### config.mk
export PLATFORM = sky130hd
export DESIGN_NAME = skinny64_pair_trail_check
export DESIGN_NICKNAME = d
export VERILOG_FILES = /design/src/hdl/skn64_pkg.sv /design/src/hdl/skn64_round.sv /design/src/hdl/skinny64_pair_trail_check.sv
export SDC_FILE = /design/constraint.sdc
export NUM_CORES = 2
export LEC_CHECK = 0
export BUFFER_PORTS_ARGS = -buffer_cell sky130_fd_sc_hd__buf_2
export CORE_MARGIN = 5
export CORE_UTILIZATION = 60
export DETAILED_ROUTE_END_ITERATION = 7
export GPL_TIMING_DRIVEN = 0
export PLACE_DENSITY_LB_ADDON = 0.05
export SLEW_MARGIN = 20
export SYNTH_ARGS = -nofsm -noshare
export SYNTH_HDL_FRONTEND = slang
export SYNTH_SLANG_ARGS = --single-unit
export TNS_END_PERCENT = 20
### constraint.sdc
create_clock -name clk -period 38.2 [get_ports clk]
set_input_delay 1.91 -clock clk [delete_from_list [all_inputs] [get_ports clk]]
set_output_delay 1.91 -clock clk [all_outputs]
set_load 0.05 [all_outputs]
### src/hdl/skn64_pkg.sv
package skn64_pkg;

  localparam int MAX_ROUNDS = 3;
  localparam int ROUNDS_W   = 2;
  localparam int CELLS      = 16;
  localparam int KEY_CELLS  = 8;

  typedef logic [63:0] word_t;
  typedef logic [3:0]  cell_t;

  typedef enum logic [2:0] {
    CFG_NUM_ROUNDS = 3'd0,
    CFG_BEFORE_R0  = 3'd1,
    CFG_AFTER_R0   = 3'd2,
    CFG_BEFORE_R1  = 3'd3,
    CFG_AFTER_R1   = 3'd4,
    CFG_BEFORE_R2  = 3'd5,
    CFG_AFTER_R2   = 3'd6
  } cfg_idx_t;

  // Result of one round on one state of the pair.
  typedef struct packed {
    word_t sbox_out;
    word_t state;
    word_t key;
  } round_out_t;

  localparam cell_t SBOX [CELLS] = '{
    4'hc, 4'h6, 4'h9, 4'h0, 4'h1, 4'ha, 4'h2, 4'hb,
    4'h3, 4'h8, 4'h5, 4'hd, 4'h4, 4'he, 4'h7, 4'hf
  };

  localparam cell_t ROW_SHIFT_SRC [CELLS] = '{
    4'd0, 4'd1, 4'd2, 4'd3, 4'd7, 4'd4, 4'd5, 4'd6,
    4'd10, 4'd11, 4'd8, 4'd9, 4'd13, 4'd14, 4'd15, 4'd12
  };

  localparam cell_t TK_PERM_SRC [CELLS] = '{
    4'd9, 4'd15, 4'd8, 4'd13, 4'd10, 4'd14, 4'd12, 4'd11,
    4'd0, 4'd1, 4'd2, 4'd3, 4'd4, 4'd5, 4'd6, 4'd7
  };

endpackage

### src/hdl/skn64_round.sv
module skn64_round (
  input  skn64_pkg::word_t      state_in,
  input  skn64_pkg::word_t      key_in,
  output skn64_pkg::round_out_t rnd_out
);

  skn64_pkg::word_t sb;
  skn64_pkg::word_t kx;
  skn64_pkg::word_t sr;
  skn64_pkg::word_t mc;
  skn64_pkg::word_t kp;

  always_comb begin
    for (int i = 0; i < skn64_pkg::CELLS; i++) begin
      sb[4*i +: 4] = skn64_pkg::SBOX[state_in[4*i +: 4]];
    end

    kx = sb;
    for (int i = 0; i < skn64_pkg::KEY_CELLS; i++) begin
      kx[4*i +: 4] = sb[4*i +: 4] ^ key_in[4*i +: 4];
    end

    for (int i = 0; i < skn64_pkg::CELLS; i++) begin
      sr[4*i +: 4] = kx[4*skn64_pkg::ROW_SHIFT_SRC[i] +: 4];
      kp[4*i +: 4] = key_in[4*skn64_pkg::TK_PERM_SRC[i] +: 4];
    end

    // rows: 0 = r0^r2^r3, 1 = r0, 2 = r1^r2, 3 = r0^r2
    for (int j = 0; j < 4; j++) begin
      mc[4*j +: 4]      = sr[4*j +: 4] ^ sr[4*(j+8) +: 4] ^ sr[4*(j+12) +: 4];
      mc[4*(j+4) +: 4]  = sr[4*j +: 4];
      mc[4*(j+8) +: 4]  = sr[4*(j+4) +: 4] ^ sr[4*(j+8) +: 4];
      mc[4*(j+12) +: 4] = sr[4*j +: 4] ^ sr[4*(j+8) +: 4];
    end

    rnd_out.sbox_out = sb;
    rnd_out.state    = mc;
    rnd_out.key      = kp;
  end

endmodule

### src/hdl/skinny64_pair_trail_check.sv
// Channel | Direction | Handshake          | Payload
// in_     | input     | in_valid/in_stall  | plaintext pair, tweakey pair (4 x 64)
// out_    | output    | out_valid/out_stall| trail_followed (1)
// cfg_    | input     | cfg_valid/cfg_ready| cfg_index (3), cfg_data (64)
//
// One pair accepted per cycle while in_stall is low. The accepting edge loads the
// input register; the result register then takes the flag once it can advance.
// All three rounds of both states are evaluated in the single
// combinational path between those registers.
// rst_n is synchronous: it empties both stages and restores register defaults.
// in_stall rises only when both stages are full and out_stall holds the result.
module skinny64_pair_trail_check (
  input  logic        clk,
  input  logic        rst_n,
  input  logic        in_valid,
  output logic        in_stall,
  input  logic [63:0] in_first_plaintext,
  input  logic [63:0] in_second_plaintext,
  input  logic [63:0] in_first_tweakey,
  input  logic [63:0] in_second_tweakey,
  output logic        out_valid,
  input  logic        out_stall,
  output logic        out_trail_followed,
  input  logic        cfg_valid,
  output logic        cfg_ready,
  input  logic [2:0]  cfg_index,
  input  logic [63:0] cfg_data
);

  localparam int NR = skn64_pkg::MAX_ROUNDS;

  logic [skn64_pkg::ROUNDS_W-1:0] num_rounds_r, num_rounds_nxt;
  skn64_pkg::word_t diff_before_r [NR];
  skn64_pkg::word_t diff_before_nxt [NR];
  skn64_pkg::word_t diff_after_r [NR];
  skn64_pkg::word_t diff_after_nxt [NR];

  logic             s1_valid_r, s1_valid_nxt;
  skn64_pkg::word_t pt1_r, pt2_r, tk1_r, tk2_r;
  logic             out_valid_r, out_valid_nxt;
  logic             trail_r, trail_nxt;

  logic s1_adv;
  logic in_take;

  skn64_pkg::word_t      st1 [NR+1];
  skn64_pkg::word_t      st2 [NR+1];
  skn64_pkg::word_t      key1 [NR+1];
  skn64_pkg::word_t      key2 [NR+1];
  skn64_pkg::round_out_t ro1 [NR];
  skn64_pkg::round_out_t ro2 [NR];
  logic [skn64_pkg::ROUNDS_W-1:0] rounds_eff;

  assign cfg_ready = 1'b1;

  always_comb begin
    num_rounds_nxt  = num_rounds_r;
    diff_before_nxt = diff_before_r;
    diff_after_nxt  = diff_after_r;
    if (cfg_valid) begin
      case (skn64_pkg::cfg_idx_t'(cfg_index))
        skn64_pkg::CFG_NUM_ROUNDS: num_rounds_nxt = cfg_data[skn64_pkg::ROUNDS_W-1:0];
        skn64_pkg::CFG_BEFORE_R0:  diff_before_nxt[0] = cfg_data;
        skn64_pkg::CFG_AFTER_R0:   diff_after_nxt[0]  = cfg_data;
        skn64_pkg::CFG_BEFORE_R1:  diff_before_nxt[1] = cfg_data;
        skn64_pkg::CFG_AFTER_R1:   diff_after_nxt[1]  = cfg_data;
        skn64_pkg::CFG_BEFORE_R2:  diff_before_nxt[2] = cfg_data;
        skn64_pkg::CFG_AFTER_R2:   diff_after_nxt[2]  = cfg_data;
        default: ;
      endcase
    end
  end

  // Pipeline control
  assign s1_adv   = ~out_valid_r | ~out_stall;
  assign in_stall = s1_valid_r & ~s1_adv;
  assign in_take  = in_valid & ~in_stall;

  always_comb begin
    s1_valid_nxt = in_take | (s1_valid_r & ~s1_adv);
    if (s1_adv) begin
      out_valid_nxt = s1_valid_r;
    end else begin
      out_valid_nxt = out_valid_r;
    end
  end

  // Round datapath
  assign st1[0]  = pt1_r;
  assign st2[0]  = pt2_r;
  assign key1[0] = tk1_r;
  assign key2[0] = tk2_r;

  for (genvar r = 0; r < NR; r++) begin : g_round
    skn64_round u_rnd1 (.state_in(st1[r]), .key_in(key1[r]), .rnd_out(ro1[r]));
    skn64_round u_rnd2 (.state_in(st2[r]), .key_in(key2[r]), .rnd_out(ro2[r]));
    assign st1[r+1]  = ro1[r].state;
    assign st2[r+1]  = ro2[r].state;
    assign key1[r+1] = ro1[r].key;
    assign key2[r+1] = ro2[r].key;
  end

  always_comb begin
    if (int'(num_rounds_r) > NR) begin
      rounds_eff = skn64_pkg::ROUNDS_W'(NR);
    end else begin
      rounds_eff = num_rounds_r;
    end
    trail_nxt = 1'b1;
    for (int r = 0; r < NR; r++) begin
      if (r < int'(rounds_eff)) begin
        if ((st1[r] ^ st2[r]) != diff_before_r[r] ||
            (ro1[r].sbox_out ^ ro2[r].sbox_out) != diff_after_r[r]) begin
          trail_nxt = 1'b0;
        end
      end
    end
  end

  always_ff @(posedge clk) begin
    if (!rst_n) begin
      num_rounds_r <= skn64_pkg::ROUNDS_W'(NR);
      for (int r = 0; r < NR; r++) begin
        diff_before_r[r] <= '0;
        diff_after_r[r]  <= '0;
      end
      s1_valid_r  <= 1'b0;
      out_valid_r <= 1'b0;
    end else begin
      num_rounds_r  <= num_rounds_nxt;
      diff_before_r <= diff_before_nxt;
      diff_after_r  <= diff_after_nxt;
      s1_valid_r    <= s1_valid_nxt;
      out_valid_r   <= out_valid_nxt;
    end
  end

  always_ff @(posedge clk) begin
    if (in_take) begin
      pt1_r <= in_first_plaintext;
      pt2_r <= in_second_plaintext;
      tk1_r <= in_first_tweakey;
      tk2_r <= in_second_tweakey;
    end
    if (s1_adv) begin
      trail_r <= trail_nxt;
    end
  end

  assign out_valid          = out_valid_r;
  assign out_trail_followed = trail_r;

endmodule

==> Yosys cells after proc, flatten, opt, wreduce, memory -nomap -nowiden <==
Memory sizes are Yosys's and may differ from the RTL's.
Index checks and enable logic that the tools add are counted.
{ "classes": {"magnitude_cmp": 99, "eq_ne": 12, "muxes": 198, "bitwise_logic": 190, "n_reduce_logical": 11} }
{ "ops": {"columns": ["operator", "count"], "rows": [
  ["$mux W4", 192],
  ["$ge A5 B5 Y1 const B", 96],
  ["$not A4 Y5", 96],
  ["$ne A64 B64 Y1", 6],
  ["$xor A64 B64 Y64", 6],
  ["$xor A4 B4 Y4", 80],
  ["$reduce_and A2 Y1", 7],
  ["$eq A3 B3 Y1 const B", 3],
  ["$eq A3 B2 Y1 const B", 2],
  ["$mux W1", 6],
  ["$lt A1 B2 Y1 const A", 2],
  ["$not A1 Y1", 4],
  ["$eq A3 B1 Y1 const B", 1],
  ["$logic_not A3 Y1", 1],
  ["$logic_or A1 B1 Y1", 3],
  ["$and A1 B1 Y1", 2],
  ["$lt A2 B2 Y1 const A", 1],
  ["$or A1 B1 Y1", 2]
]} }
{ "word_totals": {"regBits": 645, "rom_bits": 6144, "inputBits": 328, "out_inout_bits": 4, "word_cells": 620, "n_memories": 96} }
{ "mem_list": {"columns": ["memory", "words", "word_bits", "rd", "rd_ports_with_merged_regs", "write_ports", "line_no", "rtl"], "rows": [
  ["(no name shown)", 16, 4, 1, 0, 0, "skn64_round.sv:15", "sb[4*i +: 4] = skn64_pkg::SBOX[state_in[4*i +: 4]];"],
  ["(no name shown)", 16, 4, 1, 0, 0, "skn64_round.sv:15", null],
  ["(no name shown)", 16, 4, 1, 0, 0, "skn64_round.sv:15", null],
  ["(no name shown)", 16, 4, 1, 0, 0, "skn64_round.sv:15", null],
  ["(no name shown)", 16, 4, 1, 0, 0, "skn64_round.sv:15", null],
  ["(no name shown)", 16, 4, 1, 0, 0, "skn64_round.sv:15", null],
  ["90 more memories", null, null, null, null, null, null, null]
]} }

==> Logic depth before layout (Yosys ltp) <==
{ "logic_depth": {"word_depth": 23, "ltp_mapped": 27, "depth_no_buf": 26} }

==> Modules after synthesis <==
From an unflattened synthesis, not the netlist that was laid out.
{ "hier_totals": {"hier_cells": 5430, "hier_area_um2": 53157.2} }
{ "by_module_without_submodules": {"columns": ["module", "n_inst", "cells_each", "area_per_inst_um2", "seq_area_each_um2"], "rows": [
  ["skinny64_pair_trail_check", 1, 2505, 31224.9, 15484.9],
  ["skn64_round at g_round[0].u_rnd2 ...", 5, 486, 3654.8, 0.0],
  ["skn64_round at g_round[0].u_rnd1", 1, 495, 3658.5, 0.0]
]} }

==> Least setup slack after synthesis <==
Ideal clock, no wire load.
{ "synth_timing": {"path_type": "in2reg", "startpoint": "input port out_stall", "endpoint": "register pt1_r[0] (enable)", "setup_ns": 0.902, "arrival_time_ns": 13.496, "required_time_ns": 37.298, "path_slack_ns": 23.803, "stages": 2, "n_path_buf": 0, "path_cell_list": "and3_1 > nor2b_1"} }
{ "synth_via": {"elab_chain_len": 6} }
{ "synth_lines": {"columns": ["element", "line_no", "rtl"], "rows": [
  ["start, declared", "skinny64_pair_trail_check.sv:22", "input logic out_stall,"],
  ["$not A1 Y1", "skinny64_pair_trail_check.sv:75", "assign s1_adv = ~out_valid_r | ~out_stall;"],
  ["$or A1 B1 Y1", "skinny64_pair_trail_check.sv:75", null],
  ["$not A1 Y1", "skinny64_pair_trail_check.sv:76", "assign in_stall = s1_valid_r & ~s1_adv;"],
  ["$and A1 B1 Y1", "skinny64_pair_trail_check.sv:76", null],
  ["$not A1 Y1", "skinny64_pair_trail_check.sv:77", "assign in_take = in_valid & ~in_stall;"],
  ["$and A1 B1 Y1", "skinny64_pair_trail_check.sv:77", null],
  ["net in_take", "skinny64_pair_trail_check.sv:44", "logic in_take;"],
  ["end signal, assigned", "skinny64_pair_trail_check.sv:140", "pt1_r <= in_first_plaintext;"],
  ["end, declared", "skinny64_pair_trail_check.sv:39", "skn64_pkg::word_t pt1_r, pt2_r, tk1_r, tk2_r;"]
]} }
The timed path passes the listed nets, and every way through them passes these cells.
A chain may end at the register's enable or synchronous reset.

==> Worst setup path after layout <==
{ "layout_timing": {"startpoint": "register pt1_r[41]", "endpoint": "register trail_r, in the netlist out_trail_followed (data pin)"} }
{ "layout_via": {"elab_chain_len": 22, "word_cells_on_any_way": 75, "classes_between": "eq/ne: 6; mux: 28; bitwise: 27; reduce/logical: 3; memory: 11"} }
{ "layout_lines": {"columns": ["element", "line_no", "rtl"], "rows": [
  ["$not A4 Y5 (implied by the code)", "skn64_round.sv:15", null],
  ["$mem_v2 Z16 W4", null, null],
  ["$mux W4 (implied by the code) (2 in a row)", "skn64_round.sv:15", null],
  ["$xor A4 B4 Y4", "skn64_round.sv:30, skn64_round.sv:33", null],
  ["$xor A4 B4 Y4", "skn64_round.sv:30", "mc[4*j +: 4] = sr[4*j +: 4] ^ sr[4*(j+8) +: 4] ^ sr[4*(j+12) +: 4];"],
  ["$not A4 Y5 (implied by the code)", "skn64_round.sv:15", null],
  ["$mem_v2 Z16 W4", null, null],
  ["$mux W4 (implied by the code) (2 in a row)", "skn64_round.sv:15", null],
  ["[4 not listed]", null, null],
  ["$mem_v2 Z16 W4", null, null],
  ["$mux W4 (implied by the code) (2 in a row)", "skn64_round.sv:15", null],
  ["$xor A64 B64 Y64", "skinny64_pair_trail_check.sv:113", "(ro1[r].sbox_out ^ ro2[r].sbox_out) != diff_after_r[r]) begin"],
  ["$ne A64 B64 Y1", "skinny64_pair_trail_check.sv:113", null],
  ["$logic_or A1 B1 Y1", "skinny64_pair_trail_check.sv:112", "if ((st1[r] ^ st2[r]) != diff_before_r[r] ||"],
  ["$mux W1", "skinny64_pair_trail_check.sv:112", null],
  ["$mux W1 (*)", "skinny64_pair_trail_check.sv:111", "if (r < int'(rounds_eff)) begin"],
  ["net trail_nxt", "skinny64_pair_trail_check.sv:41", "logic trail_r, trail_nxt;"],
  ["end signal, assigned", "skinny64_pair_trail_check.sv:146", "trail_r <= trail_nxt;"],
  ["end, declared", "skinny64_pair_trail_check.sv:41", null]
]} }
Mark *: on every way through the listed nets, which the timed path passes. The rest lies on a longest branch. The select of a mux whose other input is x is not followed.

==> Flow_metrics.wiki <==
{| class="wikitable"
! Metric !! Value
|-
| Outcome || complete, no violations
|-
| Number of I/O port buffers || 327
|-
| Post-CTS setup buffer count || 0
|-
| Most frequent cells after synthesis || sky130_fd_sc_hd__nand2_1 (946), sky130_fd_sc_hd__xnor2_1 (663), sky130_fd_sc_hd__a21boi_0 (392)
|-
| Fmax || 110.3 MHz
|-
| Average cell area after synthesis || 9.381 um2
|-
| Psw || 2170 uW
|-
| Sort of element at the start of the critical path || flip-flop
|-
| Clock Tree Root || sky130_fd_sc_hd__clkbuf_16
|-
| Quantity of gates resized following cts || 0
|-
| Number of H-tree branching levels || 3
|-
| Number of global-route vias before repair || 39.45k
|-
| Skew-Pair Late Insertion Delay || 0.65 ns
|-
| Number of buffers between clock root and the deepest sink || 3
|-
| Buf+Inv Stages, Crit Path || 2
|-
| Number of setup violations in the final report || 0
|-
| Minimum clock period || 9.063 ns
|-
| DRC marker count from the first detailed-route iteration || 5,464
|-
| RePlAce Congestion || 1.117
|-
| Number of antenna violations at the first check in global routing || 13
|-
| Yosys warning count || 0
|-
| Number of nets at the end of the flow || 6,334
|-
| DR vias || 43.35k
|-
| Startpoint of the tightest hold check path || diff_before_r[37]$_SDFFE_PN0P_
|-
| Fraction of power consumed by combinational cells || 66.2%
|-
| Cell-by-cell trace of the critical path || inv_2 -> ha_1 -> mux4_2 -> xor2_1 -> xnor2_1 -> ha_1 -> a21o_1 -> a31o_1 -> o311a_1 -> clkbuf_1 -> xor3_1 -> a2111oi_0 -> nand4_1 -> and4b_1 -> nand4_1 -> nor4_1 -> o2111ai_1 -> nor4_1 -> o2111ai_1 -> or3b_1
|-
| Fraction of power spent switching nets || 48.82%
|-
| CTS Buf Count || 76
|-
| I/O pins || 332
|-
| Arrival time at the worst endpoint || 9.55 ns
|-
| Vias/cell || 6.305
|-
| DPL Wire Length || 164.5 mm
|-
| Count of max-cap constraint violations || 0
|-
| Initial standard-cell utilization of the core || 60.64%
|-
| First-pass GRT wire length || 277.7 mm
|-
| Area of combinational cells with multiple inputs || 32,700 um2
|-
| Post-route fraction of the period consumed by the critical path || 23.73%
|-
| Clock network fraction of total power || 16.6%
|-
| Area share of the largest cell type after synthesis || 15.58%
|-
| Number of unique standard cell types used by synthesis || 122
|-
| CTS tree || yes
|-
| Total length of routed wires || 200.9 mm
|-
| Mapped Nets || 5,916
|-
| Synthesized area || 49,870 um2
|-
| Total Neg Setup Slack || 0 ns
|-
| Worst setup skew after layout || 0.01336 ns
|-
| Count of nets left with antenna violations after detail routing || 0
|-
| Class of the most critical setup path || flip-flop to flip-flop
|-
| Reported leakage power || 0.02207 uW
|-
| Total power divided by cell area || 79.83 nW/um2
|-
| Portion of the post-synthesis area used by sequential elements || 31.05%
|-
| Area delta synth->final || 11.65%
|-
| Hold/Removal Path Class || flip-flop to flip-flop
|-
| Average wire per standard cell || 29.22 um
|-
| Family with the most delay on the worst path || simple AND/OR/NAND/NOR gates
|-
| IR drop worst, VDD || 63.42 uV
|-
| Die boundary height || 298.3 um
|-
| Fill cell total of the finished layout || 6,871
|-
| Worst Max-Slew Pin Slew || 1.293 ns
|-
| Source of the worst register-to-register timing path || pt1_r[41]$_DFFE_PP_
|-
| Drt drc || 0
|-
| Core box area || 82,240 um2
|-
| Most numerous cell in the Yosys netlist || sky130_fd_sc_hd__nand2_1
|-
| Proportion of power drawn by flip-flops and latches || 17.3%
|-
| Slowest CP cell || sky130_fd_sc_hd__a2111oi_0
|-
| Peak per-stage delay on the critical path || 0.87 ns
|-
| Total global routing track utilization || 43.29%
|-
| Relative slew margins || 13.83%
|-
| Main area contributors after synthesis || sky130_fd_sc_hd__dfxtp_1 (16%), sky130_fd_sc_hd__edfxtp_1 (15%), sky130_fd_sc_hd__xnor2_1 (12%)
|-
| Total chip power || 4445 uW
|-
| Horizontal die dimension || 298.3 um
|-
| Gate count of the mapped netlist || 5,316
|-
| Unrepaired setup endpoints after global routing || false
|-
| Std cell rows || 105
|-
| Final hold vios || 0
|-
| Count of flip-flops with a built-in enable after synthesis || 257
|-
| Fraction of final layout cells with drive strength greater than 1 || 13.11%
|-
| Hold-fix buffers at CTS || 0
|-
| Worst Setup End Kind || flip-flop
|-
| Worst EP required || 38.68 ns
|-
| Internal power || 2275 uW
|-
| Library cell with the largest summed area after synthesis || sky130_fd_sc_hd__dfxtp_1
|-
| Area enclosed by the die boundary || 88,980 um2
|-
| Storage element area || 15,480 um2
|-
| Leading register cell type out of synthesis || sky130_fd_sc_hd__dfxtp_1
|-
| Share of flip-flops with an asynchronous set or reset || 0%
|-
| Post-synthesis register bit count || 645
|-
| Final slew viol count || 0
|-
| Clock transition at the register clock pins on the worst setup and hold paths after CTS || 0.06 ns
|-
| Number of detailed-routing iterations run before antenna repair || 6
|-
| Global-route congestion overflow total || 0
|-
| Pin count of the biggest net entering global routing || 32
|-
| Crit path from || pt1_r[41]$_DFFE_PP_
|-
| Crit Path Max Fanout || 8
|-
| Number of sinks driven by the clock tree || 645
|}
[layout make-up]
type                       instances  share of cell area, %
buffer                           207                  1.598
antenna                           10                0.04495
multi-input combinational       4227                  58.74
inverter                         237                  1.598
clock inverter                    43                 0.6967
clock buffer                      96                  3.737
sequential                       645                  27.81
tap                             1070                  2.405
timing repair buffer             340                  3.371
[per-layer routing]
layer | vias to the layer above | track usage, % | wire [um]
met2 | 2757 | 63.69 | 83570
met1 | 20541 | 53.79 | 71310
met5 | - | 0 | 64
li1 | 19295 | - | -
met3 | 749 | 11.05 | 25180
met4 | 4 | 35.07 | 20750
[path summary, 6_finish.rpt]
kind	end	slack [ns]	cells past startpoint
worst max register to register	out_trail_followed$_DFFE_PP_	29.14	20
worst min register to register	diff_before_r[37]$_SDFFE_PN0P_	0.47	2
worst max-delay path	out_trail_followed$_DFFE_PP_	29.14	20
worst min-delay path	diff_before_r[37]$_SDFFE_PN0P_	0.47	2
[cell families (layout without fill, tap and decap cells)]
logic type | count (synthesis) | after routing | synth area share (%)
AOI/OAI and AO/OA | 1027 | 1027 | 14.95
xor gates and xnor gates | 1057 | 1057 | 23.93
adders and majority gates | 276 | 276 | 6.905
buffers and inverters | 444 | 923 | 3.568
DFF | 645 | 645 | 31.05
muxes | 117 | 117 | 3.488
other | 1 | 11 | 0.007520
and+or+nand+nor | 1749 | 1749 | 16.09
[through the flow]
stage                     utilization, %  instance area [um2]  hold WS [ns]  cells  setup WS [ns]
after floorplan                        -                49870        0.4424   5316          23.80
after global placement             64.25                52840        0.4509   6713          19.85
after detailed placement           64.66                53170        0.4604   6726          29.63
after CTS                          67.66                55640        0.4682   6865          29.58
after global routing               67.67                55650        0.4839   6866          29.23
final                              67.70                55680        0.4664   6875          29.14
[worst min-delay path: cells and delay by family (launching register included)]
kind,cells,cell delay [ns]
flops,1,0.31
compound gates,1,0.06
simple gates,1,0.05
[cells in the final DEF (no fill, tap or decap), types with 40 or more instances in the layout]
cell type | synthesis | layout
sky130_fd_sc_hd__and3_1 | 43 | 43
sky130_fd_sc_hd__nor4_1 | 46 | 46
sky130_fd_sc_hd__clkbuf_1 | 157 | 170
sky130_fd_sc_hd__mux2i_1 | 57 | 54
sky130_fd_sc_hd__a21oi_1 | 113 | 113
sky130_fd_sc_hd__dfxtp_1 | 388 | 388
sky130_fd_sc_hd__nand4_1 | 51 | 51
sky130_fd_sc_hd__edfxtp_1 | 257 | 257
sky130_fd_sc_hd__o21ai_0 | 105 | 102
sky130_fd_sc_hd__inv_1 | 217 | 217
sky130_fd_sc_hd__clkbuf_16 | 0 | 79
sky130_fd_sc_hd__xnor2_1 | 663 | 658
sky130_fd_sc_hd__xnor3_1 | 120 | 120
sky130_fd_sc_hd__xor2_1 | 189 | 189
sky130_fd_sc_hd__a21boi_0 | 392 | 392
sky130_fd_sc_hd__mux4_2 | 40 | 40
sky130_fd_sc_hd__nor2_1 | 256 | 255
sky130_fd_sc_hd__ha_1 | 272 | 272
sky130_fd_sc_hd__a211oi_1 | 58 | 58
sky130_fd_sc_hd__nand2_1 | 946 | 946
sky130_fd_sc_hd__nor3_1 | 78 | 76
sky130_fd_sc_hd__buf_2 | 36 | 363
sky130_fd_sc_hd__nand3_1 | 69 | 69
[flip-flops by register name, indices dropped and copies added (netlist names)]
| name | flops |
|---|---|
| diff_after_r | 192 |
| diff_before_r | 192 |
| pt1_r | 64 |
| pt2_r | 64 |
| tk1_r | 64 |
| tk2_r | 64 |
| num_rounds_r | 2 |
| out_trail_followed | 1 |
| out_valid | 1 |
| s1_valid_r | 1 |
[power groups by stage]
stage	Sequential, uW	Clock (uW)	Combinational [uW]
finish	767	737	2940
global route	768	768	3040
floorplan	777	0	1940
CTS	767	741	2850
detailed placement	781	0	2830
global placement	788	0	2790
Power figures use the tool's default switching activity.
